$ cat src/rtl/core/gpsc_pkg.sv
// Shared constants, types and lookup functions of the gauge pointer stepper controller.
`default_nettype none

package gpsc_pkg;

	localparam int PosWidthDefault = 10;
	localparam int PosWidthMax     = 16;

	// configuration register indexes
	localparam logic [1:0] CFG_STEP_INTERVAL = 2'd0;
	localparam logic [1:0] CFG_CHUNK_STEPS   = 2'd1;
	localparam logic [1:0] CFG_DEBOUNCE_TIME = 2'd2;
	localparam logic [1:0] CFG_FULL_SCALE    = 2'd3;

	localparam logic [15:0] StepIntervalReset = 16'd200;
	localparam logic [3:0]  ChunkStepsReset   = 4'd10;
	localparam logic [9:0]  DebounceReset     = 10'd50;
	localparam logic [9:0]  FullScaleReset    = 10'd350;

	localparam logic [3:0]  MaxChunk    = 4'd10;
	localparam logic [15:0] ChunkSat    = 16'hFFFF;
	localparam logic [9:0]  DebounceSat = 10'h3FF;
	localparam logic [6:0]  PctMax      = 7'd100;

	// floor(x / 100) == (x * 167773) >> 24 for every x below 2^17
	localparam logic [17:0] Recip100   = 18'd167773;
	localparam int          RecipShift = 24;

	localparam logic [1:0] MODE_MOISTURE = 2'd0;
	localparam logic [1:0] MODE_LIGHT    = 2'd1;
	localparam logic [1:0] MODE_HEALTH   = 2'd2;

	typedef struct packed {
		logic capture;
		logic rt_mul;
		logic rt_div;
		logic rt_sub;
		logic btn_eval;
		logic motion_eval;
		logic step;
		logic idle_emit;
	} gpsc_cmd_t;

	typedef struct packed {
		logic sensor;
		logic press;
		logic go;
		logic last_step;
		logic out_free;
	} gpsc_sts_t;

	function automatic logic [3:0] coil_of(input logic [1:0] ph);
		logic [3:0] c;
		case (ph)
			2'd0: c = 4'b1010;
			2'd1: c = 4'b0110;
			2'd2: c = 4'b0101;
			2'd3: c = 4'b1001;
			default: c = 4'b1010;
		endcase
		return c;
	endfunction

	function automatic logic [2:0] led_of(input logic [1:0] m);
		logic [2:0] l;
		case (m)
			MODE_MOISTURE: l = 3'b001;
			MODE_LIGHT:    l = 3'b100;
			MODE_HEALTH:   l = 3'b101;
			default:       l = 3'b001;
		endcase
		return l;
	endfunction

endpackage

`default_nettype wire

$ cat src/rtl/core/gpsc_ctrl.sv
// Sequencing state machine of the gauge pointer stepper controller.
`default_nettype none

module gpsc_ctrl
	import gpsc_pkg::*;
(
	input  wire logic      clk,
	input  wire logic      arst_n,
	input  wire logic      in_valid,
	output logic           in_stall,
	input  wire gpsc_sts_t sts,
	output gpsc_cmd_t      cmd
);

	typedef enum logic [8:0] {
		S_IDLE   = 9'b000000001,
		S_SENSE  = 9'b000000010,
		S_RT_MUL = 9'b000000100,
		S_RT_DIV = 9'b000001000,
		S_RT_SUB = 9'b000010000,
		S_BUTTON = 9'b000100000,
		S_MOTION = 9'b001000000,
		S_STEP   = 9'b010000000,
		S_HOLD   = 9'b100000000
	} gpsc_state_t;

	gpsc_state_t state_q, state_d;
	logic        from_btn_q, from_btn_d;

	always_ff @(posedge clk or negedge arst_n) begin
		if (!arst_n) begin
			state_q    <= S_IDLE;
			from_btn_q <= 1'b0;
		end else begin
			state_q    <= state_d;
			from_btn_q <= from_btn_d;
		end
	end

	assign in_stall = (state_q != S_IDLE);

	always_comb begin
		state_d    = state_q;
		from_btn_d = from_btn_q;
		cmd        = '0;
		case (state_q)
			S_IDLE: begin
				cmd.capture = in_valid;
				if (in_valid) state_d = S_SENSE;
			end
			S_SENSE: begin
				if (sts.sensor) begin
					from_btn_d = 1'b0;
					state_d    = S_RT_MUL;
				end else begin
					state_d = S_BUTTON;
				end
			end
			S_RT_MUL: begin
				cmd.rt_mul = 1'b1;
				state_d    = S_RT_DIV;
			end
			S_RT_DIV: begin
				cmd.rt_div = 1'b1;
				state_d    = S_RT_SUB;
			end
			S_RT_SUB: begin
				cmd.rt_sub = 1'b1;
				state_d    = from_btn_q ? S_MOTION : S_BUTTON;
			end
			S_BUTTON: begin
				cmd.btn_eval = 1'b1;
				if (sts.press) begin
					from_btn_d = 1'b1;
					state_d    = S_RT_MUL;
				end else begin
					state_d = S_MOTION;
				end
			end
			S_MOTION: begin
				cmd.motion_eval = 1'b1;
				state_d         = sts.go ? S_STEP : S_HOLD;
			end
			S_STEP: begin
				cmd.step = sts.out_free;
				if (sts.out_free && sts.last_step) state_d = S_IDLE;
			end
			S_HOLD: begin
				cmd.idle_emit = sts.out_free;
				if (sts.out_free) state_d = S_IDLE;
			end
			default: state_d = S_IDLE;
		endcase
	end

endmodule

`default_nettype wire

$ cat src/rtl/core/gpsc_datapath.sv
// Datapath: registers, readings, debounce, target mapping, stepping and output word.
`default_nettype none

module gpsc_datapath
	import gpsc_pkg::*;
#(
	parameter int POSITION_WIDTH = PosWidthDefault
) (
	input  wire logic                      clk,
	input  wire logic                      arst_n,
	input  wire logic                      cfg_we,
	input  wire logic [1:0]                cfg_index,
	input  wire logic [15:0]               cfg_data,
	input  wire logic                      sensor_valid,
	input  wire logic [7:0]                moisture,
	input  wire logic [7:0]                light,
	input  wire logic [7:0]                health,
	input  wire logic                      button_level,
	input  wire gpsc_cmd_t                 cmd,
	output gpsc_sts_t                      sts,
	input  wire logic                      out_stall,
	output logic                           out_valid,
	output logic [3:0]                     coil_pattern,
	output logic                           step_taken,
	output logic [POSITION_WIDTH-1:0]      position,
	output logic [POSITION_WIDTH-1:0]      target,
	output logic [1:0]                     mode,
	output logic [2:0]                     led_rgb,
	output logic                           last
);

	localparam int PW = POSITION_WIDTH;

	// configuration
	logic [15:0] step_interval_q;
	logic [3:0]  chunk_steps_q;
	logic [9:0]  debounce_time_q;
	logic [9:0]  full_scale_q;

	// state
	logic [1:0]    mode_q;
	logic [PW-1:0] pos_q;
	logic [PW-1:0] target_q;
	logic [1:0]    phase_q;
	logic [7:0]    readings_q [3];
	logic [15:0]   chunk_q;
	logic [9:0]    deb_q;
	logic          prev_raw_q;
	logic          stable_q;
	logic          sense_q;
	logic          raw_q;
	logic          up_q;
	logic [3:0]    steps_left_q;

	// retarget pipeline
	logic [16:0] prod_s1;
	logic [9:0]  quot_s2;

	// output word
	logic          out_valid_q;
	logic [3:0]    out_coil_q;
	logic          out_step_q;
	logic [PW-1:0] out_pos_q;
	logic [PW-1:0] out_tgt_q;
	logic [1:0]    out_mode_q;
	logic          out_last_q;

	localparam logic [PosWidthMax-1:0] TargetResetWide = PosWidthMax'(FullScaleReset);

	// reading of the current mode, clamped
	logic [7:0]  pct_raw;
	logic [6:0]  pct;
	logic [34:0] qprod;
	logic [PosWidthMax-1:0] diff_wide;

	always_comb begin
		case (mode_q)
			MODE_LIGHT:  pct_raw = readings_q[1];
			MODE_HEALTH: pct_raw = readings_q[2];
			default:     pct_raw = readings_q[0];
		endcase
		pct       = (pct_raw > 8'(PctMax)) ? PctMax : pct_raw[6:0];
		qprod     = 35'(prod_s1) * 35'(Recip100);
		diff_wide = PosWidthMax'(full_scale_q) - PosWidthMax'(quot_s2);
	end

	// debounce
	logic [9:0] deb_next;
	logic       level_take;
	assign deb_next   = (raw_q != prev_raw_q) ? 10'd0 :
	                    ((deb_q == DebounceSat) ? deb_q : deb_q + 10'd1);
	assign level_take = (deb_next > debounce_time_q) && (raw_q != stable_q);

	// chunk decision
	logic [15:0]   chunk_next;
	logic          go;
	logic          up;
	logic [PW-1:0] span;
	logic [3:0]    limit;
	logic [3:0]    n;
	assign chunk_next = (chunk_q == ChunkSat) ? chunk_q : chunk_q + 16'd1;
	assign go         = (pos_q != target_q) && (chunk_next >= step_interval_q);
	assign up         = target_q > pos_q;
	assign span       = up ? (target_q - pos_q) : (pos_q - target_q);
	assign limit      = (chunk_steps_q == 4'd0) ? 4'd1 :
	                    ((chunk_steps_q > MaxChunk) ? MaxChunk : chunk_steps_q);
	assign n          = (span < PW'(limit)) ? span[3:0] : limit;

	// one step
	logic [PW-1:0] pos_step;
	logic [1:0]    phase_step;
	assign pos_step   = up_q ? pos_q + PW'(1) : pos_q - PW'(1);
	assign phase_step = up_q ? phase_q + 2'd1 : phase_q - 2'd1;

	logic out_free;
	assign out_free = !out_valid_q || !out_stall;

	always_comb begin
		sts.sensor    = sense_q;
		sts.press     = level_take && !raw_q;
		sts.go        = go;
		sts.last_step = (steps_left_q == 4'd1);
		sts.out_free  = out_free;
	end

	always_ff @(posedge clk or negedge arst_n) begin
		if (!arst_n) begin
			step_interval_q <= StepIntervalReset;
			chunk_steps_q   <= ChunkStepsReset;
			debounce_time_q <= DebounceReset;
			full_scale_q    <= FullScaleReset;
			mode_q          <= MODE_MOISTURE;
			pos_q           <= '0;
			target_q        <= TargetResetWide[PW-1:0];
			phase_q         <= 2'd0;
			readings_q[0]   <= 8'd0;
			readings_q[1]   <= 8'd0;
			readings_q[2]   <= 8'd0;
			chunk_q         <= ChunkSat;
			deb_q           <= DebounceSat;
			prev_raw_q      <= 1'b1;
			stable_q        <= 1'b1;
			sense_q         <= 1'b0;
			raw_q           <= 1'b1;
			up_q            <= 1'b0;
			steps_left_q    <= 4'd0;
			out_valid_q     <= 1'b0;
		end else begin
			if (cfg_we) begin
				case (cfg_index)
					CFG_STEP_INTERVAL: step_interval_q <= cfg_data;
					CFG_CHUNK_STEPS:   chunk_steps_q   <= cfg_data[3:0];
					CFG_DEBOUNCE_TIME: debounce_time_q <= cfg_data[9:0];
					CFG_FULL_SCALE:    full_scale_q    <= cfg_data[9:0];
					default: ;
				endcase
			end
			if (cmd.capture) begin
				sense_q <= sensor_valid;
				raw_q   <= button_level;
				if (sensor_valid) begin
					readings_q[0] <= moisture;
					readings_q[1] <= light;
					readings_q[2] <= health;
				end
			end
			if (cmd.rt_sub) target_q <= diff_wide[PW-1:0];
			if (cmd.btn_eval) begin
				deb_q      <= deb_next;
				prev_raw_q <= raw_q;
				if (level_take) begin
					stable_q <= raw_q;
					if (!raw_q) mode_q <= (mode_q >= MODE_HEALTH) ? MODE_MOISTURE :
					                      mode_q + 2'd1;
				end
			end
			if (cmd.motion_eval) begin
				chunk_q <= go ? 16'd0 : chunk_next;
				if (go) begin
					up_q         <= up;
					steps_left_q <= n;
				end
			end
			if (cmd.step) begin
				pos_q        <= pos_step;
				phase_q      <= phase_step;
				steps_left_q <= steps_left_q - 4'd1;
			end
			if (cmd.step || cmd.idle_emit) out_valid_q <= 1'b1;
			else if (!out_stall)           out_valid_q <= 1'b0;
		end
	end

	// payload registers
	always_ff @(posedge clk) begin
		if (cmd.rt_mul) prod_s1 <= 17'(pct) * 17'(full_scale_q);
		if (cmd.rt_div) quot_s2 <= qprod[RecipShift+9:RecipShift];
		if (cmd.step) begin
			out_coil_q <= coil_of(phase_step);
			out_step_q <= 1'b1;
			out_pos_q  <= pos_step;
			out_tgt_q  <= target_q;
			out_mode_q <= mode_q;
			out_last_q <= (steps_left_q == 4'd1);
		end else if (cmd.idle_emit) begin
			out_coil_q <= coil_of(phase_q);
			out_step_q <= 1'b0;
			out_pos_q  <= pos_q;
			out_tgt_q  <= target_q;
			out_mode_q <= mode_q;
			out_last_q <= 1'b1;
		end
	end

	assign out_valid    = out_valid_q;
	assign coil_pattern = out_coil_q;
	assign step_taken   = out_step_q;
	assign position     = out_pos_q;
	assign target       = out_tgt_q;
	assign mode         = out_mode_q;
	assign led_rgb      = led_of(out_mode_q);
	assign last         = out_last_q;

endmodule

`default_nettype wire

$ cat src/rtl/core/gauge_pointer_stepper_controller_top.sv
// Top level of the gauge pointer stepper controller: sequencer plus datapath.
// Sequence: a tick is taken in idle, then passes sense, button and motion evaluation,
//   then its steps or one idle word; each target remap (sensor update, mode change) adds
//   multiply, divide and subtract states, at most two remaps per tick.
// Steps: at most 10 per tick, one per cycle through the output register unless stalled.
// Reset: arst_n clears all but payload registers; target starts at 350, mode at moisture.
`default_nettype none

module gauge_pointer_stepper_controller_top
	import gpsc_pkg::*;
#(
	parameter int POSITION_WIDTH = PosWidthDefault
) (
	input  wire logic                      clk,
	input  wire logic                      arst_n,
	// configuration write port
	input  wire logic                      cfg_we,
	input  wire logic [1:0]                cfg_index,
	input  wire logic [15:0]               cfg_data,
	// tick input channel
	input  wire logic                      in_valid,
	output logic                           in_stall,
	input  wire logic                      sensor_valid,
	input  wire logic [7:0]                moisture,
	input  wire logic [7:0]                light,
	input  wire logic [7:0]                health,
	input  wire logic                      button_level,
	// result channel
	output logic                           out_valid,
	input  wire logic                      out_stall,
	output logic [3:0]                     coil_pattern,
	output logic                           step_taken,
	output logic [POSITION_WIDTH-1:0]      position,
	output logic [POSITION_WIDTH-1:0]      target,
	output logic [1:0]                     mode,
	output logic [2:0]                     led_rgb,
	output logic                           last
);

	// Commands flow from the sequencer to the datapath, status flows back.
	gpsc_cmd_t cmd;
	gpsc_sts_t sts;

	// Sequencer: take one word, remap on sensor update or mode change, debounce the button,
	// decide on a chunk, then drain one step per cycle to the output register unless stalled.
	gpsc_ctrl u_ctrl (
		.clk      (clk),
		.arst_n   (arst_n),
		.in_valid (in_valid),
		.in_stall (in_stall),
		.sts      (sts),
		.cmd      (cmd)
	);

	// Datapath: holds configuration, readings, pointer state and the output word.
	// The output register lets a new tick be taken while the last word waits.
	gpsc_datapath #(
		.POSITION_WIDTH (POSITION_WIDTH)
	) u_dp (
		.clk          (clk),
		.arst_n       (arst_n),
		.cfg_we       (cfg_we),
		.cfg_index    (cfg_index),
		.cfg_data     (cfg_data),
		.sensor_valid (sensor_valid),
		.moisture     (moisture),
		.light        (light),
		.health       (health),
		.button_level (button_level),
		.cmd          (cmd),
		.sts          (sts),
		.out_stall    (out_stall),
		.out_valid    (out_valid),
		.coil_pattern (coil_pattern),
		.step_taken   (step_taken),
		.position     (position),
		.target       (target),
		.mode         (mode),
		.led_rgb      (led_rgb),
		.last         (last)
	);

endmodule

`default_nettype wire

$ cat config.mk
export PLATFORM = sky130hd
export DESIGN_NAME = gauge_pointer_stepper_controller_top
export DESIGN_NICKNAME = d
export VERILOG_FILES = /design/src/rtl/core/gpsc_pkg.sv /design/src/rtl/core/gpsc_ctrl.sv /design/src/rtl/core/gpsc_datapath.sv /design/src/rtl/core/gauge_pointer_stepper_controller_top.sv
export SDC_FILE = /design/constraint.sdc
export NUM_CORES = 1
export LEC_CHECK = 0
export BUFFER_PORTS_ARGS = -buffer_cell sky130_fd_sc_hd__buf_2
export CORE_UTILIZATION = 50
export CTS_CLUSTER_SIZE = 40
export DETAILED_ROUTE_END_ITERATION = 16
export GPL_TIMING_DRIVEN = 0
export PLACE_DENSITY = 0.71
export SLEW_MARGIN = 10
export SYNTH_ARGS = -nofsm -noshare
export SYNTH_HDL_FRONTEND = slang
export SYNTH_SLANG_ARGS = --single-unit
$ cat constraint.sdc
create_clock -name clk -period 17.85 [get_ports clk]
set_input_delay 5.355 -clock clk [delete_from_list [all_inputs] [get_ports clk]]
set_output_delay 5.355 -clock clk [all_outputs]
set_load 0.02 [all_outputs]
# Yosys cells after proc, flatten, opt, wreduce, memory -nomap -nowiden
# Index checks and enable logic that the tools add are counted.
[totals] regBits=189 wordCells=164 latchBits=0 memories=0 ram_bits=0 in_bits=49 mem_bits_ro=0 output_inout_bits=33
[classes] shifts=0 mux=50 mul=2 n_lt_le_gt_ge=7 n_eq_ne=35 reduce_logical=28 bitwise_logic=1 div=0 add_sub_neg=11
[ops] operator="$pmux 9 s9" count=1
[ops] operator="$mux 10" count=8
[ops] operator="$mux 9" count=4
[ops] operator="$mul 17x18->34 const B" count=1
[ops] operator="$mux 16" count=2
[ops] operator="$mux 4" count=8
[ops] operator="$pmux 4 s4" count=2
[ops] operator="$sub 10x10->10" count=3
[ops] operator="$mux 7" count=3
[ops] operator="$add 10x1->10 const B" count=2
[ops] operator="$gt 10x10->1" count=2
[ops] operator="$mul 7x10->17" count=1
[ops] operator="$add 16x1->16 const B" count=1
[ops] operator="$eq 16x16->1 const B" count=1
[ops] operator="$eq 2x2->1 const B" count=8
[ops] operator="$ge 16x16->1" count=1
[ops] operator="$pmux 8 s2" count=1
[ops] operator="$reduce_and 2->1" count=8
[ops] operator="$mux 1" count=14
[ops] operator="$eq 10x10->1 const B" count=1
[ops] operator="$eq 2x1->1 const B" count=5
[ops] operator="$lt 10x4->1" count=1
[ops] operator="$ne 10x10->1" count=1
[ops] operator="$sub 10x1->10 const B" count=1
[ops] operator="other kinds (32)" count=54

# Depth between registers and ports, before layout
# Gate-level depths: netlist (run 1).
[depth] word_depth=8 mapped_depth=28 mapped_depth_nobuf=26

# Cells and area by module
# From an unflattened synthesis (run 1), not the netlist that was laid out.
[unflattened] hier_cells=1750 hier_area_um2=17874.6
[by_module_without_submodules] module="gpsc_datapath" n_inst=1 cells_each=1681 area_per_inst_um2=17236.5 seq_area_each_um2=4805.9
[by_module_without_submodules] module="gpsc_ctrl" n_inst=1 cells_each=69 area_per_inst_um2=638.1 seq_area_each_um2=251.5

# Worst setup path before layout (run 1)
# No wires, ideal clock.
[synth_timing] kind="input port to flip-flop" from="in out_stall" to="reg u_dp.out_coil_q[0], in the netlist u_dp.coil_pattern[0] (enable)" n_path_buf=0 setup_ps=412 arrival_ps=6712 required_time_ps=17438 path_slack_ps=10726 stages=3 path_cell_list="nand2_1 inv_1 nor2_1"
[synth_between] elab_chain_cells=4 elab_cells_between_ends=5 cone_classes="mux (2); reduce/logical (3)"
[synth_lines] element="start, declared" line_no="gauge_pointer_stepper_controller_top.sv:30" source="input wire logic out_stall,"
[synth_lines] element="$logic_not 1->1 *" line_no="gpsc_datapath.sv:116" source="assign out_free = !out_valid_q || !out_stall;"
[synth_lines] element="$logic_or 1x1->1 *" line_no="gpsc_datapath.sv:116"
[synth_lines] element="$mux 1" line_no="gpsc_ctrl.sv:46" source="case (state_q)"
[synth_lines] element="$reduce_bool 2->1 (no source line) *"
[synth_lines] element="end signal, assigned" line_no="gpsc_datapath.sv:199" source="out_coil_q <= coil_of(phase_step);"
[synth_lines] element="end signal, assigned" line_no="gpsc_datapath.sv:206" source="out_coil_q <= coil_of(phase_q);"
[synth_lines] element="end, declared" line_no="gpsc_datapath.sv:61" source="logic [3:0] out_coil_q;"
# Mark *: on every way between the ends. The rest lies on a longest branch, timed or not.
# A chain may end at the register's enable or synchronous reset.

# Final worst setup path (run 1)
[layout_timing] from="reg u_ctrl.state_q[2]" to="out in_stall"
[layout_between] elab_chain_cells=1
[layout_lines] element="start, declared" line_no="gpsc_ctrl.sv:27" source="gpsc_state_t state_q, state_d;"
[layout_lines] element="start signal, assigned" line_no="gpsc_ctrl.sv:35" source="state_q <= state_d;"
[layout_lines] element="$ne 9x1->1" line_no="gpsc_ctrl.sv:40" source="assign in_stall = (state_q != S_IDLE);"
[layout_lines] element="end, declared" line_no="gauge_pointer_stepper_controller_top.sv:22" source="output logic in_stall,"
# No other way between the ends.

==> results of run 1 <==
state kept, by name (all words and copies together), names as in the netlist, 2 cells and up:
signal / cells
u_ctrl.state_q: 9
u_dp.chunk_q: 16
u_dp.chunk_steps_q: 4
u_dp.coil_pattern: 4
u_dp.deb_q: 10
u_dp.debounce_time_q: 10
u_dp.full_scale_q: 10
u_dp.mode: 2
u_dp.mode_q: 2
u_dp.phase_q: 2
u_dp.pos_q: 10
u_dp.position: 10
u_dp.prod_s1: 17
u_dp.quot_s2: 10
u_dp.readings_q: 24
u_dp.step_interval_q: 16
u_dp.steps_left_q: 4
u_dp.target: 10
u_dp.target_q: 10
layer usage:
layer / GRT usage / share of wire / vias to the layer above
met5: 0 / 0 / -
li1: - / - / 6059
met1: 0.301 / 0.45 / 6108
met4: 0.0637 / 0.020 / 0
met2: 0.378 / 0.48 / 267
met3: 0.0320 / 0.044 / 57
power by group through the flow:
| stage | logic, mW | registers, mW | clock network (mW) |
|---|---|---|---|
| after floorplan | 1.96 | 0.651 | 0 |
| after global placement | 2.44 | 0.672 | 0 |
| after detailed placement | 2.52 | 0.675 | 0 |
| after CTS | 2.55 | 0.667 | 0.391 |
| after global routing | 2.93 | 0.675 | 0.404 |
| final | 2.52 | 0.667 | 0.384 |
kinds of logic after synthesis:
group,synth area share
XOR/XNOR,0.0345
flip-flops,0.285
AO/OA/AOI/OAI,0.102
adder cells (fa/ha/maj),0.351
multiplexers,0.0415
AND/OR/NAND/NOR,0.113
other,0.000211
buffers and inverters,0.0732
worst max-delay path, cell delays in order, from the launching register on:
cell and delay [ns]:
dfrtp_1 0.43, nor3_2 0.23, nand2_1 0.09, or3_1 0.34, or3b_1 0.35, buf_2 0.17
buf_2 0.17
how the worst max path moves through the flow:
| stage | startpoint | depth (start not counted) | to | slack (ns) |
|---|---|---|---|---|
| floorplan | out_stall | 3 | u_dp.coil_pattern[0] | 10.73 |
| global placement | arst_n | 1 | u_dp.readings_q[0] | 9.59 |
| detailed placement | u_ctrl.state_q[2] | 6 | in_stall | 10.76 |
| CTS | u_ctrl.state_q[2] | 6 | in_stall | 10.27 |
| global route | u_ctrl.state_q[2] | 6 | in_stall | 10.18 |
| finish | u_ctrl.state_q[2] | 6 | in_stall | 10.28 |
cell type report:
cell class,count,share of cell area
clock buffers,21,0.0228
clock inverters,11,0.00692
multi-input cells,1216,0.589
plain buffers,41,0.00937
flip-flops and latches,189,0.261
inverters,298,0.0578
well taps,455,0.0294
repair buffers,83,0.0231
cell usage in the layout (no fill, tap or decap), drive strengths merged, types with 60 or more instances in the layout:
master and count:
inv 302, nor2 63, a21oi 60, o21ai 88
ha 256, fa 151, dfrtp 84, nand2 132
buf 99, mux2 61
==> impl_metrics.tcl, run 1 <==
set metrics [dict create \
    outcome "completed" \
    dp_hpwl_mm 30.3 \
    drt-initial-drc-count 602 \
    postRouteWirelength_mm 37.4 \
    fin_worst_skew_ns 0.0129 \
    cts-htree-levels 4 \
    power.clock.fraction 0.107 \
    finalHoldViolCount 0 \
    globalRouteTotalUtil 0.224 \
    p_per_area_mw_per_mm2 185 \
    r2r_cells 27 \
    worst_setup_hold_path_clk_slew_ns 0.07 \
    synthDominantAreaCellType "ha_1" \
    timing_max_transition_violations_final 0 \
    power_switching_share 0.461 \
    final.period_utilization 0.424 \
    fp.dieW_microns 190 \
    port-buffer-count 80 \
    finalSetupTns_ns 0 \
    timing.max_slew.rel_slack 0.399 \
    p_leak_nw 9.30 \
    setup.worst_path.class "reg -> out" \
    finish.utilization 0.558 \
    grt_max_degree 86 \
    start_util 0.511 \
    hold_path.class "reg -> reg" \
    instance_count_of_the_mapped_netlist 1744 \
    post-route-min-period_ns 7.57 \
    grt-ovfl-total 0 \
    placementRows 68 \
    timing.reg2reg.setup_slack_ns 11.06 \
    grt_pass1_vias 13400 \
    nets 2302 \
    post_synth_edffs 54 \
    timing.hold.worst_path_depth 1 \
    drt_first_pass_iters 5 \
    postCtsResizedCells 0 \
    synth_top_flop_cell "dfrtp_1" \
    synth-warning-count 0 \
    layout_setup_ws_ns 10.28 \
    minimum_hold_slack_ns 0.447 \
    sw_pwr_mw 1.65 \
    worst-slew-pin-transition_ns 0.899 \
    synth.top_cell.area_share 0.180 \
    dp_slack_ns 10.76 \
    timing.hold.worst_endpoint "u_ctrl.state_q[5]" \
    dieArea_sq_mm 0.0363 \
    combinationalPowerShare 0.706 \
    cts_hold_buf 0 \
    fraction_of_synthesis_flops_using_an_asynchronous_set_or_reset_pin 0.709 \
    dp_cells 2282 \
    timing.fmax_mhz 132 \
    post_dp_cell_area_sq_mm 0.0188 \
    final_cell_count_no_fill 2314 \
    intPower_mw 1.93 \
    cts_tree "done" \
    rsz0062_at_grt "no" \
    max_cap_viol_count 0 \
    n_antenna_cell 0 \
    synth_common_cells "inv_1 (298), ha_1 (256), fa_1 (151), nand2_1 (131), dfrtp_1 (84)" \
    cts.sinks 189 \
    power.share.sequential 0.187 \
    top_level_ports 82 \
    avgSynthCellArea_sq_um 10.2 \
    ff_latch_area_sq_mm 0.00506 \
    critPathCaptureType "primary output" \
    ir_worst_vdd_mv 0.147 \
    cts_setup_buffers 0 \
    design.core.area_sq_mm 0.0347 \
    most_numerous_cell_in_the_yosys_netlist "inv_1" \
    reg2reg_to "u_dp.prod_s1[16]" \
    area.growth.synth_to_final_pct 9.07 \
    gp_routability_congestion 0.878 \
    post_drt_via_cell_ratio 5.40 \
    drtAntennaViolNets 0 \
    syn-num-nets 2200 \
    grt_first_pass_wirelength_mm 64.9 \
    die_y_microns 190 \
    worst-endpoint-required_ns 12.49 \
    stdcell_area_sq_mm 0.0194 \
    clk_root_buffer_cell "clkbuf_16" \
    netlist_area_sq_mm 0.0177 \
    layout-drive-gt1-share 0.130 \
    hold_path_startpoint "u_dp.sense_q" \
    synth_sequential_area_ratio 0.285 \
    timing.critical_path.fanout_max 5 \
    setup_viol 0 \
    worst_setup_path_start_kind "flop" \
    power.total_mw 3.57 \
    clock_latency_ns 0.45 \
    multi_input_comb_area_sq_mm 0.0114 \
    post_synth_main_area_contributors "ha_1 (18%), fa_1 (17%), dfrtp_1 (12%)" \
    cts_buffer_depth 2 \
    arrival_ns 2.22 \
    routed_wire_length_per_instance_microns 16.2 \
    layout.filler_cells 3013 \
    dr_vias 12500 \
    post_synth_num_cell_types 83 \
    drc_errors 0 \
    grt_antenna_before_repair 0 \
    timing.rr.start "u_dp.mode_q[0]" \
    numCtsBuffers 17 \
    ys_ff_latch 189 \
]
No activity file was read; power rests on OpenSTA's default activity.
==> run 2, diff against run 1 <==
--- a/config.mk
+++ b/config.mk
@@ -5,6 +5,7 @@
 export SDC_FILE = /design/constraint.sdc
 export NUM_CORES = 1
 export LEC_CHECK = 0
+export ABC_AREA = 1
 export BUFFER_PORTS_ARGS = -buffer_cell sky130_fd_sc_hd__buf_2
 export CORE_UTILIZATION = 50
 export CTS_CLUSTER_SIZE = 40
==> constraint.sdc (replaced) <==
create_clock -name clk -period 7.9 [get_ports clk]
set_input_delay 2.37 -clock clk [delete_from_list [all_inputs] [get_ports clk]]
set_output_delay 2.37 -clock clk [all_outputs]
set_load 0.02 [all_outputs]
==> run 2 against run 1 <==
Net effect: critical path depth is 22 higher; clock-buffer cell count stayed put; global-route usage is 0.96 points higher; cell count is 18% higher; synthesized area is 4.5% higher; sequential cell count stayed put; clock power is 130% higher; hold slack better by 0.033 ns; power is 140% higher; critical path type is now reg -> reg; largest cell class unchanged; largest power group unchanged.
==> impl_metrics.tcl, run 2 <==
set metrics [dict create \
    synth_sequential_area_ratio 0.273 \
    drt_first_pass_iters 6 \
    design.core.area_sq_mm 0.0365 \
    synth.top_cell.area_share 0.173 \
    drtAntennaViolNets 0 \
    dp_hpwl_mm 34.3 \
    port-buffer-count 80 \
    synth_common_cells "inv_1 (473), nand2_1 (388), ha_1 (256), fa_1 (151), o21ai_0 (130)" \
    grt_antenna_before_repair 1 \
    dieArea_sq_mm 0.0379 \
    hold_path.class "reg -> reg" \
    worst_setup_path_start_kind "flop" \
    most_numerous_cell_in_the_yosys_netlist "inv_1" \
    setup_viol 0 \
    final.period_utilization 0.841 \
    slowest_delay_ns 0.54 \
    postCtsResizedCells 0 \
    drt-initial-drc-count 803 \
    timing.hold.worst_path_depth 1 \
    synthDominantAreaCellType "ha_1" \
    instance_count_of_the_mapped_netlist 2146 \
    post_synth_edffs 54 \
    cp-startpoint "u_dp.mode_q[0]" \
    post_synth_main_area_contributors "ha_1 (17%), fa_1 (16%), dfrtp_1 (11%)" \
    clk_root_buffer_cell "clkbuf_16" \
    layout-drive-gt1-share 0.105 \
    top_level_ports 82 \
    syn-num-nets 2602 \
    avgSynthCellArea_sq_um 8.64 \
    post-route-min-period_ns 6.65 \
    grt_pass1_vias 14800 \
    reg2reg_to "u_dp.prod_s1[16]" \
    timing.fmax_mhz 150 \
    most_used_cells_in_the_layout_excluding_fill_and_tap_cells "inv_1 (473), nand2_1 (388), ha_1 (256), fa_1 (151), o21ai_0 (130)" \
    cts_tree "done" \
    start_util 0.508 \
    placementRows 70 \
    area.growth.synth_to_final_pct 8.89 \
    timing.critical_path.fanout_max 10 \
    globalRouteTotalUtil 0.234 \
    max_cap_viol_count 0 \
    final_common_cell "inv_1" \
    r2r_cells 28 \
    outcome "completed" \
    fin_worst_skew_ns 0.0134 \
    slowest_stage "fa_1" \
    synth-warning-count 0 \
    post_drt_via_cell_ratio 5.28 \
    largest_register_ffs 24 \
    cts_buffer_depth 2 \
    clock_latency_ns 0.45 \
    grt_first_pass_wirelength_mm 71.4 \
    cts_hold_buf 0 \
    worst_setup_hold_path_clk_slew_ns 0.08 \
    worst-slew-pin-transition_ns 0.883 \
    routed_wire_length_per_instance_microns 15.3 \
    p_leak_nw 10.5 \
    timing.rr.start "u_dp.mode_q[0]" \
    numCtsBuffers 17 \
    fraction_of_synthesis_flops_using_an_asynchronous_set_or_reset_pin 0.709 \
    critPathCaptureType "flop" \
    rsz0062_at_grt "no" \
    netlist_area_sq_mm 0.0185 \
    fp.dieW_microns 195 \
    synth_top_flop_cell "dfrtp_1" \
    drc_errors 0 \
    dr_vias 14400 \
    finalHoldViolCount 0 \
    cell_occurring_most_often_along_the_worst_timing_path "inv_1" \
    hold_path_startpoint "u_dp.sense_q" \
    worst-endpoint-required_ns 8.11 \
    grt-ovfl-total 0 \
    minimum_hold_slack_ns 0.480 \
    cts_setup_buffers 0 \
    ys_ff_latch 189 \
    setup.worst_path.class "reg -> reg" \
    reg.largest.list "u_dp.readings_q (24), u_dp.prod_s1 (17)" \
    gp_routability_congestion 0.936 \
    nets 2703 \
    grt_max_degree 90 \
    die_y_microns 195 \
    timing.hold.worst_endpoint "u_ctrl.state_q[5]" \
    finalSetupTns_ns 0 \
    n_antenna_cell 0 \
    timing.max_slew.rel_slack 0.410 \
    timing_max_transition_violations_final 0 \
    postRouteWirelength_mm 41.8 \
    cts-htree-levels 4 \
    top_reg_by_flops "u_dp.readings_q" \
    timing.reg2reg.setup_slack_ns 1.25 \
    cts.sinks 189 \
    arrival_ns 6.85 \
    post_synth_num_cell_types 59 \
    p_per_area_mw_per_mm2 428 \
    ir_worst_vdd_mv 0.386 \
]
-- run 2: cell count changes after synthesis, sizes merged, moves of 19 or more --
cell / before / now
nor2: 63 / 129
nand2: 132 / 391
inv: 298 / 479
mux2: 61 / 24
a21oi: 60 / 102
xnor2: 41 / 12
nand3: 20 / 84
and2: 54 / 2
xor2: 29 / 48
o21ai: 88 / 132
-- run 2: worst max-delay path by stage --
stage                       endpoint  depth (start not counted)  slack, ns
floorplan           u_dp.prod_s1[16]                         28       2.17
global placement    u_dp.prod_s1[13]                         26       1.40
detailed placement  u_dp.prod_s1[16]                         28       1.33
CTS                 u_dp.prod_s1[16]                         28       1.29
global route        u_dp.prod_s1[16]                         26       0.74
finish              u_dp.prod_s1[16]                         28       1.25
-- run 2: report_power, final --
part	internal, mW	leakage [nW]	switching, mW
clock	0.456	0.294	0.418
combinational	2.44	8.22	3.86
sequential	1.33	2.01	0.138
-- run 2: final cells by class --
class                      count  area (sq um)
buffer                        24           128
clock buffer                  21           483
clock inverter                11           115
fill                        3258         16300
inverter                     481          1810
multi-input combinational   1452         11600
sequential                   189          5060
tap                          468           586
timing repair buffer          82           449
-- run 2: metal layers --
layer  wire, microns  up-vias  global-route usage
li1                -     7013                   -
met5              13        -                   0
met3            1840       59              0.0311
met2           19900      338               0.395
met4             828        2              0.0626
met1           19200     6986               0.317
-- run 2: cell families (layout without fill, tap and decap cells) --
kind of cell    Yosys count  count (layout)  share of synthesized area
compound gates          281             281                     0.0812
xor+xnor                 60              60                     0.0283
fa+ha+maj               407             407                      0.336
buf+inv                 505             619                      0.104
flops                   189             189                      0.273
mux                      25              25                     0.0190
other cells               1               1                   0.000202
simple gates            678             678                      0.159
-- run 2: metrics by stage --
step,utilization,std cells,cell area (sq um),power (mW),worst slack [ns]
floorplan,-,2146,18500,6.22,2.17
global placement,0.535,2694,19500,7.62,1.40
detailed placement,0.537,2696,19600,7.74,1.33
CTS,0.553,2728,20200,8.68,1.29
global route,0.553,2728,20200,9.74,0.739
finish,0.553,2728,20200,8.64,1.25
-- run 2: worst max-delay path: cells and delay by family (launching register included) --
| family | cells | cell delay (ns) |
|---|---|---|
| XOR/XNOR | 1 | 0.15 |
| AO/OA/AOI/OAI | 6 | 1.20 |
| flip-flops | 1 | 0.48 |
| adder cells (fa/ha/maj) | 6 | 2.82 |
| AND/OR/NAND/NOR | 8 | 0.99 |
| buffers and inverters | 7 | 0.76 |
==> run 3, diff against run 2 <==
==> constraint.sdc (replaced) <==
create_clock -name clk -period 6.3 [get_ports clk]
set_input_delay 1.89 -clock clk [delete_from_list [all_inputs] [get_ports clk]]
set_output_delay 1.89 -clock clk [all_outputs]
set_load 0.02 [all_outputs]
==> run 3 against run 2 <==
Net effect: sequential cell count unchanged; clock skew about the same; worst setup slack worse by 0.89 ns; clock power up 26%; highest routed layer unchanged.
==> impl_metrics.tcl, run 3 (synthesized netlist as in run 2, its figures left out) <==
set metrics [dict create \
    p_per_area_mw_per_mm2 538 \
    n_antenna_cell 0 \
    timing_max_transition_violations_final 0 \
    dieArea_sq_mm 0.0379 \
    timing.rr.start "u_dp.mode_q[0]" \
    hold_path_startpoint "u_dp.sense_q" \
    gp_routability_congestion 0.936 \
    postRouteWirelength_mm 42.0 \
    setup_viol 0 \
    start_util 0.508 \
    top_level_ports 82 \
    cell_occurring_most_often_along_the_worst_timing_path "inv_1" \
    slowest_delay_ns 0.54 \
    worst_setup_path_start_kind "flop" \
    grt_antenna_before_repair 1 \
    cts_hold_buf 0 \
    finalHoldViolCount 0 \
    fp.dieW_microns 195 \
    critPathCaptureType "flop" \
    multi_input_comb_area_sq_mm 0.0116 \
    dp_slack_ns -0.270 \
    max_cap_viol_count 0 \
    dp_hpwl_mm 34.3 \
    clock_latency_ns 0.46 \
    grt-ovfl-total 0 \
    design.core.area_sq_mm 0.0365 \
    layout_setup_ws_ns 0.361 \
    most_used_cells_in_the_layout_excluding_fill_and_tap_cells "inv_1 (472), nand2_1 (385), ha_1 (254), fa_1 (151), o21ai_0 (126)" \
    reg.largest.list "u_dp.readings_q (24), u_dp.prod_s1 (17)" \
    post-route-min-period_ns 5.94 \
    slowest_stage "fa_1" \
    routed_wire_length_per_instance_microns 15.4 \
    cp-startpoint "u_dp.mode_q[0]" \
    final.period_utilization 0.943 \
    placementRows 70 \
    nets 2708 \
    drt_first_pass_iters 6 \
    numCtsBuffers 17 \
    grt_first_pass_wirelength_mm 71.5 \
    grt_max_degree 90 \
    port-buffer-count 80 \
    drtAntennaViolNets 0 \
    globalRouteTotalUtil 0.235 \
    timing.critical_path.fanout_max 10 \
    cts_tree "done" \
    drc_errors 0 \
    worst-endpoint-required_ns 6.51 \
    die_y_microns 195 \
    layout-drive-gt1-share 0.114 \
    area.growth.synth_to_final_pct 9.49 \
    outcome "completed" \
    drt-initial-drc-count 838 \
    p_leak_nw 10.6 \
    post_drt_via_cell_ratio 5.28 \
    ff_latch_area_sq_mm 0.00506 \
    fin_worst_skew_ns 0.0133 \
    post_dp_cell_area_sq_mm 0.0196 \
    final_common_cell "inv_1" \
    cts-htree-levels 4 \
    top_reg_by_flops "u_dp.readings_q" \
    worst_setup_hold_path_clk_slew_ns 0.08 \
    worst-slew-pin-transition_ns 0.886 \
    grt_pass1_vias 14800 \
    clk_root_buffer_cell "clkbuf_16" \
    stdcell_area_sq_mm 0.0203 \
    ir_worst_vdd_mv 0.485 \
    arrival_ns 6.14 \
    setup.worst_path.class "reg -> reg" \
    cts_buffer_depth 2 \
    cts.sinks 189 \
    timing.max_slew.rel_slack 0.408 \
    hold_path.class "reg -> reg" \
    largest_register_ffs 24 \
    timing.fmax_mhz 168 \
    layout.filler_cells 3245 \
    dr_vias 14400 \
]
[run 3: cell count changes in the layout (fill, tap and decap cells not counted), sizes merged]
cell / change
buf: +4
clkbuf: +1
[run 3: worst max-delay path, delay by kind of cell, from the launching register on]
| kind | cells | cell delay, ns |
|---|---|---|
| flip-flops | 1 | 0.45 |
| AND/OR/NAND/NOR | 8 | 0.73 |
| AO/OA/AOI/OAI | 6 | 1.00 |
| XOR/XNOR | 1 | 0.15 |
| adder cells (fa/ha/maj) | 6 | 2.61 |
| buffers and inverters | 7 | 0.75 |
[run 3: cell type report]
type                            instances  area share
Multi-Input combinational cell       1452       0.573
Sequential cell                       189       0.249
Inverter                              481      0.0890
Tap cell                              468      0.0288
Timing Repair Buffer                   87      0.0240
Clock buffer                           21      0.0238
Buffer                                 24     0.00690
Clock inverter                         11     0.00567
[run 3: path summary, 6_finish.rpt]
path,end,slack (ns),cells past startpoint
max,u_dp.prod_s1[16],0.36,28
min,u_ctrl.state_q[5],0.48,1
max reg2reg,u_dp.prod_s1[16],0.36,28
min reg2reg,u_ctrl.state_q[5],0.48,1
max in group asynchronous,u_dp.deb_q[8],4.10,2
min in group asynchronous,u_dp.phase_q[1],1.38,1
[run 3: through the flow]
stage	hold slack (ns)	instances	TNS (ns)	total power [mW]	util
3_5_place_dp	0.467	2696	-0.858	9.70	0.537
6_report	0.481	2733	0	10.9	0.556
5_1_grt	0.514	2733	-0.0558	12.3	0.556
2_1_floorplan	0.444	2146	0	7.80	-
3_3_place_gp	0.455	2694	-0.560	9.56	0.535
4_1_cts	0.480	2729	0	10.9	0.554
[run 3: timing repair]
item,in CTS,in global routing
pin swaps,0,1
endpoints found under the setup margin,5,5
buffers inserted,1,4
resized for setup,10,18
gates cloned,0,0
[run 3: routing by layer]
metal  track usage  share of wire
met5             0        0.00031
met4        0.0614          0.019
met3        0.0319          0.047
met2         0.395           0.47
met1         0.317           0.46
[run 3: power by group]
group | internal [mW] | leakage [nW] | total [mW] | switching (mW)
clock | 0.572 | 0.294 | 1.10 | 0.524
combinational | 3.10 | 8.26 | 7.99 | 4.89
sequential | 1.67 | 2.01 | 1.84 | 0.177
